<file path="src/rtl/core/bbrt_pkg.sv">
`default_nettype none
package bbrt_pkg;

  localparam int NUM_BLOCKS    = 4096;
  localparam int SPARE_ENTRIES = 64;

  localparam int BLK_W = 12;
  localparam int CNT_OUT_W = 7;
  localparam int IDX_W = (SPARE_ENTRIES > 1) ? $clog2(SPARE_ENTRIES) : 1;
  localparam int CNT_W = $clog2(SPARE_ENTRIES + 1);

  localparam logic [BLK_W-1:0] LAST_BLK = BLK_W'(NUM_BLOCKS - 1);

  localparam logic CMD_QUERY = 1'b0;
  localparam logic CMD_MARK  = 1'b1;

  localparam logic STS_OK   = 1'b0;
  localparam logic STS_FULL = 1'b1;

  typedef struct packed {
    logic load;
    logic scan;
    logic clear_wr;
    logic append;
    logic res_hit;
    logic res_pass;
    logic res_full;
    logic load_out;
  } bbrt_cmd_t;

  typedef struct packed {
    logic is_mark;
    logic blk_zero;
    logic tbl_full;
    logic match;
    logic scan_end;
    logic out_free;
  } bbrt_sts_t;

  // spare block of entry idx, modulo 2**BLK_W
  function automatic logic [BLK_W-1:0] spare_of(input logic [IDX_W-1:0] idx);
    spare_of = LAST_BLK - BLK_W'(idx);
  endfunction

endpackage
`default_nettype wire

</file>
<file path="src/rtl/core/bbrt_ram.sv">
`default_nettype none
module bbrt_ram #(
  parameter int WIDTH = 12,
  parameter int DEPTH = 64
) (
  input  wire logic                                       clk,
  input  wire logic                                       we,
  input  wire logic [((DEPTH > 1) ? $clog2(DEPTH) : 1)-1:0] waddr,
  input  wire logic [WIDTH-1:0]                           wdata,
  input  wire logic [((DEPTH > 1) ? $clog2(DEPTH) : 1)-1:0] raddr,
  output logic      [WIDTH-1:0]                           rdata
);

  logic [WIDTH-1:0] mem [DEPTH];

  always_ff @(posedge clk) begin
    if (we) begin
      mem[waddr] <= wdata;
    end
    rdata <= mem[raddr];
  end

endmodule
`default_nettype wire

</file>
<file path="src/rtl/core/bbrt_ctrl.sv">
`default_nettype none
module bbrt_ctrl
  import bbrt_pkg::*;
(
  input  wire logic      clk,
  input  wire logic      rst,
  input  wire logic      in_valid,
  output logic           in_ready,
  input  wire bbrt_sts_t sts,
  output bbrt_cmd_t      cmd
);

  typedef enum logic [2:0] {
    ST_IDLE   = 3'b001,
    ST_SCAN   = 3'b010,
    ST_FINISH = 3'b100
  } state_t;

  state_t state, state_next;

  always_ff @(posedge clk) begin
    if (rst) begin
      state <= ST_IDLE;
    end else begin
      state <= state_next;
    end
  end

  always_comb begin
    state_next = state;
    cmd        = '0;
    in_ready   = 1'b0;
    unique case (state)
      ST_IDLE: begin
        in_ready = 1'b1;
        if (in_valid) begin
          cmd.load   = 1'b1;
          state_next = ST_SCAN;
        end
      end
      ST_SCAN: begin
        if (!sts.is_mark && sts.blk_zero) begin
          cmd.res_pass = 1'b1;
          state_next   = ST_FINISH;
        end else if (sts.is_mark && sts.tbl_full) begin
          cmd.res_full = 1'b1;
          state_next   = ST_FINISH;
        end else if (sts.match) begin
          if (sts.is_mark) begin
            cmd.clear_wr = 1'b1;
            cmd.scan     = 1'b1;
          end else begin
            cmd.res_hit = 1'b1;
            state_next  = ST_FINISH;
          end
        end else if (sts.scan_end) begin
          if (sts.is_mark) begin
            cmd.append = 1'b1;
          end else begin
            cmd.res_pass = 1'b1;
          end
          state_next = ST_FINISH;
        end else begin
          cmd.scan = 1'b1;
        end
      end
      ST_FINISH: begin
        if (sts.out_free) begin
          cmd.load_out = 1'b1;
          state_next   = ST_IDLE;
        end
      end
      default: begin
        state_next = ST_IDLE;
      end
    endcase
  end

endmodule
`default_nettype wire

</file>
<file path="src/rtl/core/bbrt_dp.sv">
`default_nettype none
module bbrt_dp
  import bbrt_pkg::*;
(
  input  wire logic             clk,
  input  wire logic             rst,
  input  wire bbrt_cmd_t        cmd,
  output bbrt_sts_t             sts,
  input  wire logic             command,
  input  wire logic [BLK_W-1:0] logical_block,
  output logic                  out_valid,
  input  wire logic             out_ready,
  output logic [BLK_W-1:0]      physical_block,
  output logic                  remapped,
  output logic                  status,
  output logic [CNT_OUT_W-1:0]  entry_count
);

  logic             cmd_r;
  logic [BLK_W-1:0] blk_r;
  logic [CNT_W-1:0] count;
  logic [CNT_W-1:0] scan_idx;
  logic [IDX_W-1:0] cmp_idx;
  logic             rd_pend;
  logic [BLK_W-1:0] rd_data;
  logic [BLK_W-1:0] res_phys;
  logic             res_hit;
  logic             res_full;

  logic             issue;
  logic             ram_we;
  logic [IDX_W-1:0] ram_waddr;
  logic [BLK_W-1:0] ram_wdata;
  logic [CNT_W+CNT_OUT_W-1:0] count_ext;

  assign issue     = cmd.scan && (scan_idx < count);
  assign ram_we    = cmd.clear_wr || cmd.append;
  assign ram_waddr = cmd.append ? count[IDX_W-1:0] : cmp_idx;
  assign ram_wdata = cmd.append ? blk_r : '0;
  assign count_ext = {{CNT_OUT_W{1'b0}}, count};

  bbrt_ram #(
    .WIDTH (BLK_W),
    .DEPTH (SPARE_ENTRIES)
  ) u_ram (
    .clk   (clk),
    .we    (ram_we),
    .waddr (ram_waddr),
    .wdata (ram_wdata),
    .raddr (scan_idx[IDX_W-1:0]),
    .rdata (rd_data)
  );

  always_comb begin
    sts          = '0;
    sts.is_mark  = (cmd_r == CMD_MARK);
    sts.blk_zero = (blk_r == '0);
    sts.tbl_full = (count >= CNT_W'(SPARE_ENTRIES));
    sts.match    = rd_pend && (rd_data == blk_r);
    sts.scan_end = !rd_pend && (scan_idx >= count);
    sts.out_free = !out_valid || out_ready;
  end

  // control registers
  always_ff @(posedge clk) begin
    if (rst) begin
      count     <= '0;
      rd_pend   <= 1'b0;
      out_valid <= 1'b0;
    end else begin
      rd_pend <= issue;
      if (cmd.append) begin
        count <= count + CNT_W'(1);
      end
      if (cmd.load_out) begin
        out_valid <= 1'b1;
      end else if (out_ready) begin
        out_valid <= 1'b0;
      end
    end
  end

  // payload registers
  always_ff @(posedge clk) begin
    if (cmd.load) begin
      cmd_r    <= command;
      blk_r    <= logical_block;
      scan_idx <= '0;
    end else if (issue) begin
      scan_idx <= scan_idx + CNT_W'(1);
    end
    if (issue) begin
      cmp_idx <= scan_idx[IDX_W-1:0];
    end
    if (cmd.res_hit) begin
      res_phys <= spare_of(cmp_idx);
      res_hit  <= 1'b1;
      res_full <= STS_OK;
    end else if (cmd.append) begin
      res_phys <= spare_of(count[IDX_W-1:0]);
      res_hit  <= 1'b1;
      res_full <= STS_OK;
    end else if (cmd.res_pass) begin
      res_phys <= blk_r;
      res_hit  <= 1'b0;
      res_full <= STS_OK;
    end else if (cmd.res_full) begin
      res_phys <= '0;
      res_hit  <= 1'b0;
      res_full <= STS_FULL;
    end
    if (cmd.load_out) begin
      physical_block <= res_phys;
      remapped       <= res_hit;
      status         <= res_full;
      entry_count    <= count_ext[CNT_OUT_W-1:0];
    end
  end

endmodule
`default_nettype wire

</file>
<file path="src/rtl/core/bad_block_remap_table_core.sv">
// channel | signals                                              | handshake
// --------+------------------------------------------------------+-----------------
// in      | command, logical_block                               | in_valid/in_ready
// out     | physical_block, remapped, status, entry_count        | out_valid/out_ready
//
// One item at a time; the time taken per item grows with used_entries (up to 64),
// set by the one-entry-per-cycle scan over the table RAM's registered read port.
// Query of block zero and mark-bad on a full table skip the scan.
// Reset empties the table (entry count to zero); entries need no clearing.
// A result waiting in the output register does not block accepting the next item.
`default_nettype none
module bad_block_remap_table_core
  import bbrt_pkg::*;
(
  input  wire logic             clk,
  input  wire logic             rst,
  input  wire logic             in_valid,
  output logic                  in_ready,
  input  wire logic             command,
  input  wire logic [BLK_W-1:0] logical_block,
  output logic                  out_valid,
  input  wire logic             out_ready,
  output logic [BLK_W-1:0]      physical_block,
  output logic                  remapped,
  output logic                  status,
  output logic [CNT_OUT_W-1:0]  entry_count
);

  bbrt_cmd_t cmd;
  bbrt_sts_t sts;

  bbrt_ctrl u_ctrl (
    .clk      (clk),
    .rst      (rst),
    .in_valid (in_valid),
    .in_ready (in_ready),
    .sts      (sts),
    .cmd      (cmd)
  );

  bbrt_dp u_dp (
    .clk            (clk),
    .rst            (rst),
    .cmd            (cmd),
    .sts            (sts),
    .command        (command),
    .logical_block  (logical_block),
    .out_valid      (out_valid),
    .out_ready      (out_ready),
    .physical_block (physical_block),
    .remapped       (remapped),
    .status         (status),
    .entry_count    (entry_count)
  );

endmodule
`default_nettype wire

</file>
<file path="config.mk">
export PLATFORM = sky130hd
export DESIGN_NAME = bad_block_remap_table_core
export DESIGN_NICKNAME = d
export VERILOG_FILES = /design/src/rtl/core/bbrt_pkg.sv /design/src/rtl/core/bbrt_ram.sv /design/src/rtl/core/bbrt_ctrl.sv /design/src/rtl/core/bbrt_dp.sv /design/src/rtl/core/bad_block_remap_table_core.sv
export SDC_FILE = /design/constraint.sdc
export NUM_CORES = 1
export LEC_CHECK = 0
export BUFFER_PORTS_ARGS = -buffer_cell sky130_fd_sc_hd__buf_4
export CAP_MARGIN = 20
export CORE_ASPECT_RATIO = 0.5
export CORE_MARGIN = 2
export CORE_UTILIZATION = 57
export DETAILED_ROUTE_END_ITERATION = 12
export PLACE_DENSITY = 0.71
export SETUP_SLACK_MARGIN = 0.3
export SLEW_MARGIN = 20
export SYNTH_ARGS = -nofsm -noshare
export SYNTH_HDL_FRONTEND = slang
export SYNTH_SLANG_ARGS = --single-unit
</file>
<file path="constraint.sdc">
create_clock -name clk -period 6.1 [get_ports clk]
set_input_delay 0.305 -clock clk [delete_from_list [all_inputs] [get_ports clk]]
set_output_delay 0.305 -clock clk [all_outputs]
set_load 0.01 [all_outputs]
</file>
==> results of run 1 <==
## repair_timing
item	in CTS	in global routing
endpoints found under the setup margin	0	0
hold buffers	14	0
endpoints found under the hold margin	24	0
## cell usage after synthesis, drive strengths merged (7+ instances only)
master / instances / area share
nor4: 10 / 0.0021
a221o: 13 / 0.0039
nand3: 27 / 0.0040
a22oi: 56 / 0.013
a21oi: 55 / 0.0083
ha: 9 / 0.0034
nor2: 93 / 0.011
edfxtp: 820 / 0.74
a22o: 8 / 0.0021
and2: 16 / 0.0030
nor2b: 7 / 0.0013
xor2: 11 / 0.0029
dfxtp: 33 / 0.020
nand2: 40 / 0.0045
inv: 15 / 0.0017
mux2i: 10 / 0.0030
a21o: 9 / 0.0020
a211oi: 12 / 0.0028
clkbuf: 40 / 0.0045
nand4: 9 / 0.0017
o21ai: 9 / 0.0013
buf: 51 / 0.0071
mux4: 208 / 0.14
nor3: 17 / 0.0028
## path summary, 6_finish.rpt
path | start | to | cells past startpoint
worst min register to register | u_dp.res_phys[9] | u_dp.physical_block[9] | 0
worst max register to register | u_dp.count[4] | u_dp.u_ram.mem[36][3] | 9
worst min-delay path | out_ready | u_dp.out_valid | 3
worst max-delay path | u_dp.count[4] | u_dp.u_ram.mem[36][3] | 9
## cell type report
| cell class | count | area [µm²] | area share |
|---|---|---|---|
| clock inverters | 28 | 218 | 0.00584 |
| multi-input cells | 690 | 7760 | 0.208 |
| well taps | 768 | 961 | 0.0258 |
| flip-flops and latches | 853 | 25300 | 0.678 |
| repair buffers | 123 | 966 | 0.0259 |
| inverters | 15 | 56.3 | 0.00151 |
| clock buffers | 100 | 2020 | 0.0542 |
## registers in the layout, summed over array words and instances (netlist names)
register / count
u_dp.u_ram.rdata: 12
u_dp.physical_block: 12
u_dp.entry_count: 7
u_dp.blk_r: 12
u_dp.count: 7
u_dp.res_full: 1
u_dp.status: 1
u_dp.cmd_r: 1
u_dp.cmp_idx: 6
u_dp.remapped: 1
u_dp.u_ram.mem: 768
u_dp.rd_pend: 1
u_dp.res_hit: 1
u_dp.scan_idx: 7
u_dp.out_valid: 1
u_ctrl.state: 3
u_dp.res_phys: 12
## cell families after synthesis
family | Yosys count | share of synthesized area
flip-flops | 853 | 0.756
AND/OR/NAND/NOR | 253 | 0.0373
multiplexers | 221 | 0.144
AO/OA/AOI/OAI | 192 | 0.0417
buffers and inverters | 106 | 0.0133
XOR/XNOR | 15 | 0.00393
adder cells (fa/ha/maj) | 9 | 0.00337
## stage by stage
stage	total power, mW	area, µm²	instances
final	10.9	37300	2577
after global routing	11.2	37300	2577
after CTS	10.9	37200	2575
after detailed placement	6.55	34900	2433
after global placement	6.55	34800	2431
after floorplan	6.52	33400	1649
## per-layer routing
layer	up-vias	routed length, µm	GRT usage
met3	118	8680	0.0662
met4	0	1560	0.0606
li1	7089	-	-
met1	9017	32500	0.402
met2	983	34900	0.387
met5	-	0	0
## where the power goes
part / leakage (nW) / total (mW) / internal (mW) / switching [mW]
clock network: 1.09 / 4.44 / 2.45 / 1.99
registers: 6.99 / 6.37 / 6.35 / 0.0181
logic: 2.60 / 0.0697 / 0.0261 / 0.0436
## cell usage in the layout (no fill, tap or decap), drive strengths merged, types with 6 or more instances in the layout
master / count
and2: 16
nand4: 9
a221o: 13
a211oi: 12
nand3: 27
buf: 109
mux2i: 10
o211ai: 6
o21ai: 9
nor2b: 7
dfxtp: 33
clkinv: 22
a22o: 8
nor3: 17
a22oi: 56
nand2: 40
nor2: 93
edfxtp: 820
mux4: 208
a21o: 9
xor2: 11
ha: 9
a21oi: 55
nand3b: 6
nor4: 10
inv: 16
dlygate4sd3: 14
clkbuf: 100
## worst register-to-register path: stages, from the launching register on
cell,delay (ns)
dfxtp_1,0.62
inv_1,0.20
ha_1,0.35
a21oi_1,0.07
o21ai_0,0.39
a21oi_2,0.27
nor3_2,0.82
buf_4,0.34
nand3b_1,0.12
a21oi_2,0.77
==> qor.yml, run 1 <==
yosys:
  synthCells: 1649
  yosysWarnings: 0
  synth_edf_count: 820
  async_flop_share: 0
  synth_area_per_cell_um2: 20.3
  syn-num-nets: 1675
  yosys.cell_types.count: 60
  syn_area_um2: 33400
  synth_top_flop_cell: "edfxtp_1"
  ys_seq_area_frac: 0.756
  ys_seq_elements: 853
routing:
  totalWireLength_um: 77700
  ant_nets: 0
  via_count: 17200
  drc: 0
  first_pass_iters: 7
  wl_per_cell_um: 30.1
  viasPerCell: 6.68
  initialDrtViolationCount: 2450
placement:
  gp_congestion: 0.928
  io_buffer_count: 39
  dpl_worst_slack_ns: 1.96
  hpwl_um: 47400
setup_path:
  crit_fanout: 17
  crit_family: "compound AO/OA/AOI/OAI gates"
  slowest_stage: "nor3_2"
  worst_setup_path_start_kind: "register"
  cpMostUsedCell: "a21oi_2"
  critPathBufInv: 2
  path_cells: "inv_1 -> ha_1 -> a21oi_1 -> o21ai_0 -> a21oi_2 -> nor3_2 -> buf_4 -> nand3b_1 -> a21oi_2"
  critical_path_class: "reg -> reg"
  crit_arrival_ns: 4.54
  slowest_delay_ns: 0.82
  worst_setup_path_end_kind: "register"
  r2r_slack_ns: 1.77
  crit_required_ns: 6.32
cts:
  numClockSinks: 853
  post-cts-setup-buffer-count: 0
  cts_buffer_depth: 3
  cts.clk_slew.worst_paths_ns: 0.07
  root_buffer: "clkbuf_16"
  cts_tree: "yes"
  numCtsBuffers: 73
  htree_levels: 3
  post_cts_resized: 0
  clk_latency_ns: 0.61
power:
  irDropWorstVdd_uv: 199
  p_per_area_nw_per_um2: 292
  p_leak_nw: 10.7
cells_and_area:
  syn2layout_area_growth_pct: 11.5
  drive_gt1_frac: 0.253
  nFillCells: 3712
  diodes: 0
  final_util: 0.647
  layout.nets: 1782
global_routing:
  grt_max_degree: 72
  grt_use_total: 0.262
  grt_pass1_wl_um: 115000
  first_global_vias: 17300
  antenna_found_initial: 0
  grt-ovfl-total: 0
timing:
  relSlewSlack: 0.255
  final_hold_viol_count: 0
  rsz0062_at_grt: "false"
  whs_ns: 0.0624
  setup_violations: 0
  period_share: 0.709
  report.final.slew_viol_count: 0
  maxClockFrequency_mhz: 231
  fin_crit_ns: 4.33
  clock_skew_ns: 0.0277
  tightest_slew_ns: 1.12
  setup_tns_ns: 0
  layout_setup_ws_ns: 1.77
floorplanning:
  core.rowCount: 62
  initial_utilization: 0.580
  die_h_um: 175
  io_pins: 40
  coreArea_um2: 57600
  dieWidth_um: 347
  die_area_um2: 60700
status:
  status: "finished, final reports clean"
min_path:
  hp-class: "in -> reg"
run:
  drv_cap: 0
Note: power is estimated with default switching activity, not from simulation.
==> run 2, diff against run 1 <==
--- a/config.mk
+++ b/config.mk
@@ -11,7 +11,7 @@
 export CORE_MARGIN = 2
 export CORE_UTILIZATION = 57
 export DETAILED_ROUTE_END_ITERATION = 12
-export PLACE_DENSITY = 0.71
+export PLACE_DENSITY = 0.74
 export SETUP_SLACK_MARGIN = 0.3
 export SLEW_MARGIN = 20
 export SYNTH_ARGS = -nofsm -noshare
==> constraint.sdc (replaced) <==
create_clock -name clk -period 3.85 [get_ports clk]
set_input_delay 0.1925 -clock clk [delete_from_list [all_inputs] [get_ports clk]]
set_output_delay 0.1925 -clock clk [all_outputs]
set_load 0.01 [all_outputs]
==> run 2 against run 1 <==
Die area unchanged; worst hold slack better by 0.26 ns; worst setup slack worse by 1.3 ns; cell count up 1.7%; sequential share of layout area down 0.84 points; non-clock buffer count up 41; power up 57%; critical path type unchanged; largest cell class unchanged; highest routed layer unchanged.
==> qor.yml, run 2 (same netlist as run 1, synthesis figures left out) <==
timing:
  maxClockFrequency_mhz: 298  # +29%
  relSlewSlack: 0.232  # -0.0235
  layout_setup_ws_ns: 0.496  # -1.28 ns
  tightest_slew_ns: 1.14  # +0.0276 ns
  fin_crit_ns: 3.35  # -0.972 ns
  whs_ns: 0.327  # +0.265 ns
  rsz0062_at_grt: "false"
  report.final.slew_viol_count: 0  # unchanged
  period_share: 0.871  # +0.162
  final_hold_viol_count: 0  # unchanged
  clock_skew_ns: 0.0213  # -0.00640 ns
  setup_tns_ns: 0  # unchanged
  setup_violations: 0  # unchanged
cells_and_area:
  layout.nets: 1823  # +2.3%
  mostFrequentLayoutCells: "edfxtp_1 (820), mux4_2 (208), buf_4 (133)"
  nFillCells: 3595  # -3.2%
  largest_register: "u_dp.u_ram.mem"
  final_common_cell: "edfxtp_1"
  syn2layout_area_growth_pct: 12.9
  largest_reg_flops: 768  # unchanged
  finalNonFillerCells: 2621  # +1.7%
  drive_gt1_frac: 0.271  # +0.0179
routing:
  initialDrtViolationCount: 2849  # +16%
  first_pass_iters: 6  # -1
  via_count: 17300  # +0.49%
  ant_nets: 0  # unchanged
  drc: 0  # unchanged
  wl_per_cell_um: 30.0  # -0.41%
  viasPerCell: 6.60  # -1.2%
  totalWireLength_um: 78700  # +1.3%
power:
  p_leak_nw: 10.9  # +2.2%
  p_sw_mw: 3.27  # +59%
  pwr-share-seq: 0.590  # +0.005
  combPwrFrac: 0.008  # +0.002
  switching_share: 0.192  # +0.00280
  p_int_mw: 13.8  # +57%
  p_per_area_nw_per_um2: 453  # +55%
  pwr-share-clk: 0.403  # -0.005
  irDropWorstVdd_uv: 365  # +84%
  p_total_mw: 17.1  # +57%
floorplanning:
  die_h_um: 175  # unchanged
  initial_utilization: 0.580  # unchanged
  dieWidth_um: 347  # unchanged
  die_area_um2: 60700  # unchanged
  io_pins: 40  # unchanged
  coreArea_um2: 57600  # unchanged
  core.rowCount: 62  # unchanged
cts:
  cts.clk_slew.worst_paths_ns: 0.07  # about the same
  cts_buffer_depth: 3  # unchanged
  cts_tree: "yes"
  numClockSinks: 853  # unchanged
  numCtsBuffers: 73  # unchanged
  root_buffer: "clkbuf_16"
  clk_latency_ns: 0.60  # about the same
  htree_levels: 3  # unchanged
status:
  status: "finished, final reports clean"
setup_path:
  crit_fanout: 15  # -2
  crit_required_ns: 4.19  # -2.13 ns
  worst_setup_path_end_kind: "register"
  critical_path_class: "reg -> reg"
  crit_arrival_ns: 3.69  # -0.85 ns
  worst_setup_path_start_kind: "register"
placement:
  hpwl_um: 48200  # +1.5%
  io_buffer_count: 39  # unchanged
  dp.cells: 2472  # +1.6%
  gp_congestion: 0.984  # +6.0%
  dpl_worst_slack_ns: 0.355  # -1.60 ns
min_path:
  hp-class: "in -> reg"
global_routing:
  grt_pass1_wl_um: 117000  # +1.3%
  first_global_vias: 17300  # +0.16%
  grt-ovfl-total: 0  # unchanged
  grt_max_degree: 113  # +57%
  grt_use_total: 0.265  # +0.00229
  antenna_found_initial: 3  # +3
run:
  drv_cap: 0  # unchanged
-- run 2: cell types whose count changed in the layout (fill, tap and decap cells not counted), moves of 4 or more --
cell      previous run  this run
clkinv_2             7        13
buf_4              108       133
and2_2               6        12
a21oi_2              3         7
clkbuf_1            21        27
a21oi_1             52        48
buf_12               0        15
nor2_2              11         5
nor2_1              82        86
clkinv_1            14         6
and2_4               6         0
-- run 2: worst paths after layout --
check                      endpoint  cells past startpoint               from  slack [ns]
max           u_dp.u_ram.mem[22][6]                     10      u_dp.count[6]        0.50
min                  u_dp.blk_r[10]                      2  logical_block[10]        0.33
max reg2reg   u_dp.u_ram.mem[22][6]                     10      u_dp.count[6]        0.50
min reg2reg  u_dp.physical_block[2]                      0   u_dp.res_phys[2]        0.41
-- run 2: what timing repair did --
item | CTS | global route
endpoints found under the hold margin | 26 | 0
resized for setup | 0 | 4
endpoints found under the setup margin | 0 | 72
setup buffers | 0 | 2
hold buffers | 16 | 0
-- run 2: per-layer routing --
metal,vias to the layer above,routed length [µm],track usage
li1,7166,-,-
met1,8971,31500,0.385
met2,1025,36700,0.408
met3,129,8350,0.0689
met4,0,2020,0.0668
met5,-,0,0
-- run 2: area by class of cell --
class,count,area (µm²),share of cell area
timing repair buffer,164,1460,0.0386
tap,768,961,0.0255
clock inverter,27,190,0.00504
clock buffer,103,1990,0.0528
antenna,1,2.50,0.0000663
inverter,15,56.3,0.00149
multi-input combinational,690,7800,0.207
sequential,853,25300,0.670
-- run 2: worst max-delay path: stages, from the launching register on --
cell	delay (ns)
dfxtp_1	0.40
inv_1	0.12
ha_1	0.33
a21oi_1	0.17
o21ai_0	0.20
a21oi_2	0.20
buf_4	0.27
nor4_1	0.09
o21ai_1	0.90
nor2_1	0.15
buf_4	0.26
-- run 2: stage by stage --
stage,instance area (µm²),utilization
floorplan,33500,-
global placement,35400,0.613
detailed placement,35400,0.613
CTS,37700,0.654
global route,37700,0.655
finish,37800,0.655
-- run 2: power groups by stage --
stage | sequential [mW] | combinational, mW | clock (mW)
after floorplan | 10.3 | 0.0539 | 0
after global placement | 10.3 | 0.109 | 0
after detailed placement | 10.3 | 0.113 | 0
after CTS | 10.1 | 0.127 | 6.95
after global routing | 10.1 | 0.137 | 7.33
final | 10.1 | 0.129 | 6.88
